[src/hw/rtl/gasb_pkg.sv]
`timescale 1ns / 1ps
// ----------------------------------------------------------------------------
// gasb_pkg
// Shared constants and types of the glyph atlas shelf blitter.
// ----------------------------------------------------------------------------
package gasb_pkg;

   localparam int ATLAS_SIDE = 512;     // square atlas side in pixels
   localparam int DIM_W      = 10;      // size, cursor and coordinate width
   localparam int ORG_W      = 9;       // reported origin width
   localparam int ALPHA_W    = 8;
   localparam int SUM_W      = 13;      // wide enough for y + h + r at any side
   localparam int REQ_DATA_W = 32;
   localparam int RSP_DATA_W = 48;
   localparam int QUEUE_DEPTH = 4;
   localparam int QPTR_W      = $clog2(QUEUE_DEPTH);
   localparam int QCNT_W      = $clog2(QUEUE_DEPTH + 1);

   localparam logic [ALPHA_W-1:0] SOFT_LIMIT = ALPHA_W'(16);
   localparam logic [SUM_W-1:0]   SIDE_SUM   = SUM_W'(ATLAS_SIDE);

   typedef struct packed {
      logic [DIM_W-1:0]   pixel_x;
      logic [DIM_W-1:0]   pixel_y;
      logic [ALPHA_W-1:0] soft_alpha;
      logic [ORG_W-1:0]   origin_x;
      logic [ORG_W-1:0]   origin_y;
      logic               no_room;
      logic               glyph_done;
   } result_type;

   // results produced by one accepted pixel, in delivery order
   typedef struct packed {
      logic [1:0] count;
      result_type first;
      result_type second;
   } step_out_type;

   function automatic logic [ALPHA_W-1:0] soften(input logic [ALPHA_W-1:0] alpha,
                                                 input logic edge_hit);
      logic [ALPHA_W-1:0] res;
      res = alpha;
      if (alpha > SOFT_LIMIT && edge_hit) begin
         res = alpha >> 1;
      end
      return res;
   endfunction

endpackage

[src/hw/rtl/gasb_place_step.sv]
`timescale 1ns / 1ps
// ----------------------------------------------------------------------------
// gasb_place_step
// Shelf placement, pixel position tracking and edge softening for one pixel.
// ----------------------------------------------------------------------------
module gasb_place_step
   import gasb_pkg::*;
(
   input  logic               clock,
   input  logic               reset,
   input  logic               take,
   input  logic [DIM_W-1:0]   glyph_width,
   input  logic [DIM_W-1:0]   glyph_rows,
   input  logic [ALPHA_W-1:0] coverage,
   output step_out_type       step_out
);

   logic [DIM_W-1:0]   cursor_x_ff, cursor_y_ff, shelf_height_ff;
   logic [DIM_W-1:0]   place_x_ff, place_y_ff, held_width_ff, held_rows_ff;
   logic [DIM_W-1:0]   column_count_ff, row_count_ff;
   logic [ALPHA_W-1:0] pending_alpha_ff, left_alpha_ff;
   logic               overflow_flag_ff;

   logic [DIM_W-1:0]   cursor_x_in, cursor_y_in, shelf_height_in;
   logic [DIM_W-1:0]   place_x_in, place_y_in, held_width_in, held_rows_in;
   logic [DIM_W-1:0]   column_count_in, row_count_in;
   logic [ALPHA_W-1:0] pending_alpha_in, left_alpha_in;
   logic               overflow_flag_in;

   logic [DIM_W-1:0]   w_eff, r_eff;
   logic               first_pixel;
   logic [SUM_W-1:0]   x_w_sum, y_r_sum, y_h_r_sum;
   logic [DIM_W-1:0]   new_x, new_y, new_h;
   logic               new_nr;
   logic [DIM_W-1:0]   cur_px, cur_py, cur_w, cur_r;
   logic               cur_nr;
   logic               last_col, last_row, edge_hit;
   result_type         res_held, res_last;

   always_comb begin
      w_eff = (glyph_width == '0) ? DIM_W'(1) : glyph_width;
      r_eff = (glyph_rows == '0) ? DIM_W'(1) : glyph_rows;
      first_pixel = (column_count_ff == '0) && (row_count_ff == '0);

      x_w_sum   = SUM_W'(cursor_x_ff) + SUM_W'(w_eff);
      y_r_sum   = SUM_W'(cursor_y_ff) + SUM_W'(r_eff);
      y_h_r_sum = SUM_W'(cursor_y_ff) + SUM_W'(shelf_height_ff) + SUM_W'(r_eff);

      new_x  = cursor_x_ff;
      new_y  = cursor_y_ff;
      new_h  = shelf_height_ff;
      new_nr = 1'b0;
      if (x_w_sum <= SIDE_SUM && y_r_sum <= SIDE_SUM) begin
         if (r_eff > shelf_height_ff) begin
            new_h = r_eff;
         end
      end else if (y_h_r_sum < SIDE_SUM) begin
         // open a new shelf below the current one
         new_x = '0;
         new_y = cursor_y_ff + shelf_height_ff;
         new_h = r_eff;
      end else begin
         new_nr = 1'b1;
      end

      cur_px = first_pixel ? new_x  : place_x_ff;
      cur_py = first_pixel ? new_y  : place_y_ff;
      cur_w  = first_pixel ? w_eff  : held_width_ff;
      cur_r  = first_pixel ? r_eff  : held_rows_ff;
      cur_nr = first_pixel ? new_nr : overflow_flag_ff;

      last_col = ({1'b0, column_count_ff} + 1'b1) >= {1'b0, cur_w};
      last_row = ({1'b0, row_count_ff} + 1'b1) >= {1'b0, cur_r};
      edge_hit = (column_count_ff == DIM_W'(1)) || (left_alpha_ff < SOFT_LIMIT) ||
                 (coverage < SOFT_LIMIT);

      // held pixel, released by its right neighbour
      res_held.pixel_x    = cur_px + column_count_ff - 1'b1;
      res_held.pixel_y    = cur_py + row_count_ff;
      res_held.soft_alpha = soften(pending_alpha_ff, edge_hit);
      res_held.origin_x   = cur_px[ORG_W-1:0];
      res_held.origin_y   = cur_py[ORG_W-1:0];
      res_held.no_room    = cur_nr;
      res_held.glyph_done = 1'b0;

      // pixel in the last column goes out at once
      res_last.pixel_x    = cur_px + column_count_ff;
      res_last.pixel_y    = cur_py + row_count_ff;
      res_last.soft_alpha = soften(coverage, 1'b1);
      res_last.origin_x   = cur_px[ORG_W-1:0];
      res_last.origin_y   = cur_py[ORG_W-1:0];
      res_last.no_room    = cur_nr;
      res_last.glyph_done = last_row;

      step_out.count  = 2'(column_count_ff != '0) + 2'(last_col);
      step_out.first  = (column_count_ff != '0) ? res_held : res_last;
      step_out.second = res_last;
   end

   always_comb begin
      cursor_x_in      = cursor_x_ff;
      cursor_y_in      = cursor_y_ff;
      shelf_height_in  = shelf_height_ff;
      place_x_in       = cur_px;
      place_y_in       = cur_py;
      held_width_in    = cur_w;
      held_rows_in     = cur_r;
      overflow_flag_in = cur_nr;
      column_count_in  = column_count_ff;
      row_count_in     = row_count_ff;
      pending_alpha_in = pending_alpha_ff;
      left_alpha_in    = left_alpha_ff;
      if (first_pixel) begin
         cursor_x_in     = new_x + w_eff;
         cursor_y_in     = new_y;
         shelf_height_in = new_h;
      end
      if (last_col) begin
         column_count_in = '0;
         row_count_in    = last_row ? '0 : row_count_ff + 1'b1;
      end else begin
         left_alpha_in    = pending_alpha_ff;
         pending_alpha_in = coverage;
         column_count_in  = column_count_ff + 1'b1;
      end
   end

   always_ff @(posedge clock) begin
      if (reset) begin
         cursor_x_ff      <= '0;
         cursor_y_ff      <= '0;
         shelf_height_ff  <= '0;
         place_x_ff       <= '0;
         place_y_ff       <= '0;
         held_width_ff    <= '0;
         held_rows_ff     <= '0;
         column_count_ff  <= '0;
         row_count_ff     <= '0;
         pending_alpha_ff <= '0;
         left_alpha_ff    <= '0;
         overflow_flag_ff <= 1'b0;
      end else if (take) begin
         cursor_x_ff      <= cursor_x_in;
         cursor_y_ff      <= cursor_y_in;
         shelf_height_ff  <= shelf_height_in;
         place_x_ff       <= place_x_in;
         place_y_ff       <= place_y_in;
         held_width_ff    <= held_width_in;
         held_rows_ff     <= held_rows_in;
         column_count_ff  <= column_count_in;
         row_count_ff     <= row_count_in;
         pending_alpha_ff <= pending_alpha_in;
         left_alpha_ff    <= left_alpha_in;
         overflow_flag_ff <= overflow_flag_in;
      end
   end

endmodule

[src/hw/rtl/gasb_rsp_queue.sv]
`timescale 1ns / 1ps
// ----------------------------------------------------------------------------
// gasb_rsp_queue
// Small result queue: takes up to two results per cycle, hands out one.
// ----------------------------------------------------------------------------
module gasb_rsp_queue
   import gasb_pkg::*;
(
   input  logic              clock,
   input  logic              reset,
   input  logic              push,
   input  step_out_type      step_out,
   input  logic              pop,
   output logic              room_for_two,
   output logic              head_valid,
   output result_type        head
);

   result_type         entry_ff [QUEUE_DEPTH];
   logic [QPTR_W-1:0]  head_ff, tail_ff, head_in, tail_in;
   logic [QCNT_W-1:0]  count_ff, count_in;
   logic [1:0]         push_n;
   logic [QPTR_W-1:0]  tail_next;

   always_comb begin
      push_n       = push ? step_out.count : 2'd0;
      tail_next    = tail_ff + 1'b1;
      head_valid   = (count_ff != '0);
      head         = entry_ff[head_ff];
      room_for_two = (count_ff <= QCNT_W'(QUEUE_DEPTH - 2));
      head_in      = pop ? head_ff + 1'b1 : head_ff;
      tail_in      = tail_ff + QPTR_W'(push_n);
      count_in     = count_ff + QCNT_W'(push_n) - QCNT_W'(pop);
   end

   always_ff @(posedge clock) begin
      if (reset) begin
         head_ff  <= '0;
         tail_ff  <= '0;
         count_ff <= '0;
      end else begin
         head_ff  <= head_in;
         tail_ff  <= tail_in;
         count_ff <= count_in;
      end
   end

   always_ff @(posedge clock) begin
      if (push_n != 2'd0) begin
         entry_ff[tail_ff] <= step_out.first;
      end
      if (push_n == 2'd2) begin
         entry_ff[tail_next] <= step_out.second;
      end
   end

endmodule

[src/hw/rtl/glyph_atlas_shelf_blit.sv]
`timescale 1ns / 1ps
// ----------------------------------------------------------------------------
// glyph_atlas_shelf_blit
// Shelf-packs glyphs into a square atlas and streams out softened pixels.
// ----------------------------------------------------------------------------
// Usage: glyph coverage pixels enter on the req_ stream in row-major order,
// one pixel per transfer, each carrying its glyph's width and height (only
// the first pixel of a glyph is sampled for size). The first pixel places the
// glyph on the current shelf, on a new shelf below, or flags no_room.
// Results leave on the rsp_ stream, one pixel per transfer, with atlas
// coordinates, softened alpha and glyph origin; tlast marks a glyph's last
// pixel and tuser carries no_room.
// A pixel is held until its right neighbour arrives, so in a row wider than
// one pixel the first pixel gives no result and the last gives two; a
// one-pixel row gives one. Over a row the count matches.
// A pixel's results are registered into the result queue when the pixel is
// taken. The block takes one pixel per clock while the four-entry result
// queue has room: it accepts a pixel whenever it has two free entries.
// When the receiver stalls the queue fills and req_tready drops; nothing is
// lost. Reset empties the queue and clears the shelf cursor to the top left.
// ----------------------------------------------------------------------------
module glyph_atlas_shelf_blit
   import gasb_pkg::*;
(
   input  logic                  clock,
   input  logic                  reset,
   input  logic                  req_tvalid,
   output logic                  req_tready,
   // glyph_width [9:0], glyph_rows [19:10], coverage [27:20], zero [31:28]
   input  logic [REQ_DATA_W-1:0] req_tdata,
   output logic                  rsp_tvalid,
   input  logic                  rsp_tready,
   // pixel_x [9:0], pixel_y [19:10], soft_alpha [27:20], origin_x [36:28],
   // origin_y [45:37], zero [47:46]
   output logic [RSP_DATA_W-1:0] rsp_tdata,
   // no_room [0]
   output logic                  rsp_tuser,
   output logic                  rsp_tlast
);

   logic         take;
   logic         room_for_two;
   step_out_type step_out;
   result_type   head;

   assign req_tready = room_for_two;
   assign take       = req_tvalid && req_tready;

   gasb_place_step u_place_step (
      .clock       (clock),
      .reset       (reset),
      .take        (take),
      .glyph_width (req_tdata[9:0]),
      .glyph_rows  (req_tdata[19:10]),
      .coverage    (req_tdata[27:20]),
      .step_out    (step_out)
   );

   gasb_rsp_queue u_rsp_queue (
      .clock        (clock),
      .reset        (reset),
      .push         (take),
      .step_out     (step_out),
      .pop          (rsp_tvalid && rsp_tready),
      .room_for_two (room_for_two),
      .head_valid   (rsp_tvalid),
      .head         (head)
   );

   assign rsp_tdata = {2'b00, head.origin_y, head.origin_x, head.soft_alpha,
                       head.pixel_y, head.pixel_x};
   assign rsp_tuser = head.no_room;
   assign rsp_tlast = head.glyph_done;

endmodule

[config.mk]
export PLATFORM = sky130hd
export DESIGN_NAME = glyph_atlas_shelf_blit
export DESIGN_NICKNAME = d
export VERILOG_FILES = /design/src/hw/rtl/gasb_pkg.sv /design/src/hw/rtl/gasb_place_step.sv /design/src/hw/rtl/gasb_rsp_queue.sv /design/src/hw/rtl/glyph_atlas_shelf_blit.sv
export SDC_FILE = /design/constraint.sdc
export NUM_CORES = 1
export LEC_CHECK = 0
export BUFFER_PORTS_ARGS = -buffer_cell sky130_fd_sc_hd__buf_2
export CAP_MARGIN = 5
export CORE_UTILIZATION = 45
export DETAILED_ROUTE_END_ITERATION = 10
export GPL_ROUTABILITY_DRIVEN = 0
export SETUP_SLACK_MARGIN = 0.3
export SLEW_MARGIN = 20
export SYNTH_ARGS = -nofsm -noshare
export SYNTH_HDL_FRONTEND = slang
export SYNTH_SLANG_ARGS = --single-unit
[constraint.sdc]
create_clock -name clock -period 9.45 [get_ports clock]
set_clock_uncertainty 0.05 [all_clocks]
set_input_delay 1.4175 -clock clock [delete_from_list [all_inputs] [get_ports clock]]
set_output_delay 1.4175 -clock clock [all_outputs]
set_load 0.05 [all_outputs]
After elaboration in Yosys (flattened, before gate mapping)
Memories as Yosys holds them, arrays and structs flattened. A register that Yosys moved wholly into a read port is not among the register bits.
Index checks and enable logic that the tools add are counted.
Word-level totals
  memories kept: 1
  bits in writable memories: 192
  word-level logic and storage cells: 97
  register bits after elaboration: 114
Operators by class
  reduce and logical (&&, ||, !) cells: 19
  add/sub/neg operators: 19
  equality and inequality tests: 3
  order comparisons: 11
  bitwise gates (word level): 1
  mux-type cells: 28
Memory list
  u_rsp_queue.entry_ff: depth 4, bits a word 48, rd ports 1, clocked after Yosys merged registers in 1, wr ports 2, RTL line gasb_rsp_queue.sv:19  | result_type entry_ff [QUEUE_DEPTH];
Operator list (count)
  $mux W10: 15
  $mux W48: 1
  $add A10 B10 Y10: 4
  $logic_not A10 Y1: 4
  $add A10 B10 Y11: 3
  $le A13 B10 Y1 const B: 2
  $add A10 B1 Y11 const B: 2
  $ge A11 B10 Y1: 2
  $add A10 B1 Y10 const B: 2
  $gt A8 B5 Y1 const B: 2
  $lt A8 B5 Y1 const B: 2
  $mux W8: 2
  $add A13 B10 Y13: 1
  $lt A13 B10 Y1 const B: 1
  $eq A10 B1 Y1 const B: 1
  $gt A10 B10 Y1: 1
  $reduce_bool A10 Y1: 1
  $sub A10 B1 Y10 const B: 1
  $mux W1: 7
  $mux W2: 3
  $reduce_and A2 Y1: 3
  $logic_and A1 B1 Y1: 5
  $add A2 B1 Y2 const B: 2
  $reduce_and A4 Y1: 1
  other kinds (11): 13

Logic depth before layout (Yosys ltp)
  depth after elaboration: 10
  mapped depth: 35

Modules after synthesis
Synthesis repeated with hierarchy kept, for this count alone.
Unflattened totals
  cell total of the unflattened synthesis: 1658
  area, all modules: 18682.9 um^2
Modules (own cells, without submodules)
  gasb_rsp_queue: sequential area each 5945.7 um^2, cells each 519, instances 1, area each 9750.6 um^2
  gasb_place_step: sequential area each 2062.0 um^2, cells each 1134, instances 1, area each 8901.0 um^2
  glyph_atlas_shelf_blit: sequential area each 0.0 um^2, cells each 5, instances 1, area each 31.3 um^2

Worst setup path after synthesis
No wires, ideal clock.
  kind: input-to-reg
  start point: in req_tdata[12]
  end point: mem u_rsp_queue.entry_ff[1][46] (netlist bit), data pin
  stages on the path: 27
  slack: 1864 ps
  arrival time: 7262 ps
  path buffers: 3
  setup time: 274 ps
  data required time: 9126 ps
  cell sequence: buf_2 -> nor3_1 -> a31oi_1 -> inv_1 -> ha_1 -> fa_1 -> maj3_1 -> o21ai_1 -> nor3b_1 -> o2111ai_1 -> o311ai_1 -> and3b_4 -> nand2b_4 -> buf_6 -> buf_4 -> nand2_1 -> o21ai_0 -> ha_1 -> inv_1 -> fa_1 -> ha_1 -> nand2_1 -> nor3_1 -> or3b_2 -> nor3_1 -> nand2_1 -> xnor2_1
RTL lines
  start, declared: RTL line glyph_atlas_shelf_blit.sv:30  | input logic [REQ_DATA_W-1:0] req_tdata,
  end, declared: RTL line gasb_rsp_queue.sv:19

==> metrics <==
Net count, final 1,768; via count 11,720; Setup crit end kind register; Synth Cell Area about 17,000 um2; area grow syn2layout 11.18%; syn avg cell area approximately 11 um2; Post-route DRC 0; Resize count post-CTS 0; clock buffer depth 3; Slew @ Worst Pin approximately 1100 ps; Crit path arrival time 8290 ps; number of enable flip-flop cells after synthesis ~190; Worst setup SP type input port; ANT cells 0; Reg power frac 34.6%; Synth top cells by count edfxtp_1, nand2_1, nor2_1, a21oi_1, dfxtp_1; status finished clean; Max stage delay cell, worst path nor4b_2; YS warnings 0; Cells after Synth 1,566; hold_buf cts 0; Clk pin slew, worst setup/hold paths ~60 ps; number of routed nets with antenna violations 0; prevailing post-synth register cell edfxtp_1; post-DR vias/cell 5.549; RSZ-0062 raised after global routing false; max_cap viols 0; total power between 0.005 and 0.006 W; drt pass-1 iters 5; Routed WL 38.57 mm; TritonCTS clock tree yes; Setup TNS Final 0 ps; Switch Pwr 0.001941 W; sw frac 38.49%; row cnt 70; asr flop ratio synth 0%; Ports 88; post-synth cell types 87; final setup vio count 0; Final min period 8082 ps; Synth area leader edfxtp_1; postcts setup bufs 0; die area 38,280 um2; CP peak stage delay 520 ps; gr ovfl total 0; most numerous cell on the critical path nand2_1; Num CTS Buffers 34; top layer in use met4; top cell type's share of synthesized area about 34%; register area share after synthesis 47.45%; initial antenna violation count 0; Core ar. ~37,000 um2; Sink Count 304; largest net degree at the start of global routing 66; Met3 Wirelength 1.334 mm; Buffers & Inverters on Critical Path 4; Fmax achieved 123.7 MHz; worst skew pair latency 520 ps; Pleak 7.484 nW; Final period util 85.52%; detailed placer's ending HPWL ~27 mm; fraction of layout cells with a size suffix above 1 13.32%; fin. max-slew vios 0; PD cells 268.7 nW/um2; metal2 WL 17.26 mm; Hold Path Class reg -> reg; M1 WL about 19 mm; Final Core Density 51.01%; Starting DRT DRC Count about 640; Clk network pwr share 24.9%; vias in the first global route 11,577; Port Buffers 81; Area contributors post-synth edfxtp_1, dfxtp_1, ha_1; fin area 18,760 um2; CP max FO 17; global-route wire length before repair a little over 60 mm; initial core utilization 45.88%; #FFs+latches synth 304; count leader, synth edfxtp_1; WL per Instance 18.26 um; Die X 195.7 um; combinational share of power 40.5%; htree depth 2; Int Pwr 0.003101 W; Final Hold Vio Count 0; critical path type in -> reg; required time worst endpoint approximately 9700 ps; Die H 195.7 um; Cell Area, Placed about 18,000 um2; Root Buffer clkbuf_16; Max-slew headroom 29.02%; Max IR drop VDD approximately 0.00012 V; GRT Resource Usage Total 20.57%; family with the most delay on the worst path simple AND/OR/NAND/NOR gates
==> worst paths after layout <==
kind | start | end | slack, ps | cells past startpoint
max reg2reg | u_place_step.cursor_y_ff[1] | u_rsp_queue.entry_ff[1][47] | 1430 | 29
min reg2reg | u_place_step.held_width_ff[5] | u_place_step.held_width_ff[5] | 400 | 2
min | u_place_step.held_width_ff[5] | u_place_step.held_width_ff[5] | 400 | 2
max | req_tdata[12] | u_rsp_queue.entry_ff[1][47] | 1370 | 26
==> cells by family after synthesis <==
kind of cell    synth area share (%)
buf+inv                        3.314
fa+ha+maj                      8.660
flops                          47.45
xor+xnor                       5.027
other cells                  0.02222
compound gates                 11.91
simple gates                   13.22
mux                            10.40
==> cell usage in the layout, fill, tap and decap left out, types with 5 or more instances in the layout <==
cell type  count
a21oi_1      119
dfxtp_1      110
nor2_1       145
a211oi_1      19
nand4_1        5
nor4_1         6
clkinv_1       9
o21a_1        14
ha_1         108
mux2i_1       64
xnor2_1       51
o211ai_1       7
o22a_1         5
nand2b_1      12
and2_1         8
and3_1        19
a32o_1         5
buf_2         80
a21o_1        27
a31oi_1        8
o21ai_0       56
fa_1           5
buf_4         16
xor2_1        44
nor2_4         5
mux4_2        48
nor2b_1        9
nand3_1       21
clkbuf_16     35
nand2_1      188
or3_1          7
edfxtp_1     192
clkbuf_1       8
nand3b_1       8
inv_1         57
nor3_1        16
==> sequential cells by signal, indices dropped and copies added, names as in the netlist, 3 cells and up, named ones only <==
signal and flops:
u_place_step.left_alpha_ff 4, u_place_step.column_count_ff 10, u_place_step.place_x_ff 10, u_rsp_queue.entry_ff 192, u_place_step.cursor_y_ff 10, u_place_step.held_rows_ff 10, u_rsp_queue.count_ff 3, u_place_step.held_width_ff 10
u_place_step.row_count_ff 10, u_place_step.shelf_height_ff 10, u_place_step.place_y_ff 10, u_place_step.cursor_x_ff 10, u_place_step.pending_alpha_ff 8
==> through the flow <==
step | hold slack (ps) | instances | worst slack [ps]
floorplan | 386.0 | 1567 | 1864
global placement | 391.2 | 2050 | 1019
detailed placement | 397.6 | 2050 | 860.6
CTS | 404.7 | 2111 | 1412
global route | 417.9 | 2112 | 775.9
finish | 402.9 | 2112 | 1368
==> power groups by stage <==
stage | Combinational [W] | Clock (W) | Sequential [W]
after CTS | 0.00202 | 0.00129 | 0.00177
final | 0.00204 | 0.00125 | 0.00174
after global routing | 0.00224 | 0.00133 | 0.00176
after global placement | 0.00198 | 0 | 0.00179
after floorplan | 0.00165 | 0 | 0.00172
after detailed placement | 0.00201 | 0 | 0.00180
==> area by class of cell <==
type / instances / area (um2)
clock inverter: 18 / 141.4
clock buffer: 43 / 905.9
timing repair buffer: 97 / 540.5
sequential: 304 / 8013
inverter: 58 / 217.7
tap: 468 / 585.6
multi-input combinational: 1124 / 8359
fill: 3308 / 18020
==> per-layer routing <==
layer  track usage [%]  vias to the layer above
met5                 0                        -
met3             2.630                       52
met2             32.29                      205
li1                  -                     5809
met1             30.03                     5654
met4             5.469                        0
==> worst min-delay path, delay by kind of cell (launching register included) <==
family,cells,cell delay (ps)
flops,1,310
simple gates,1,50
compound gates,1,50
Power figures use the tool's default switching activity.
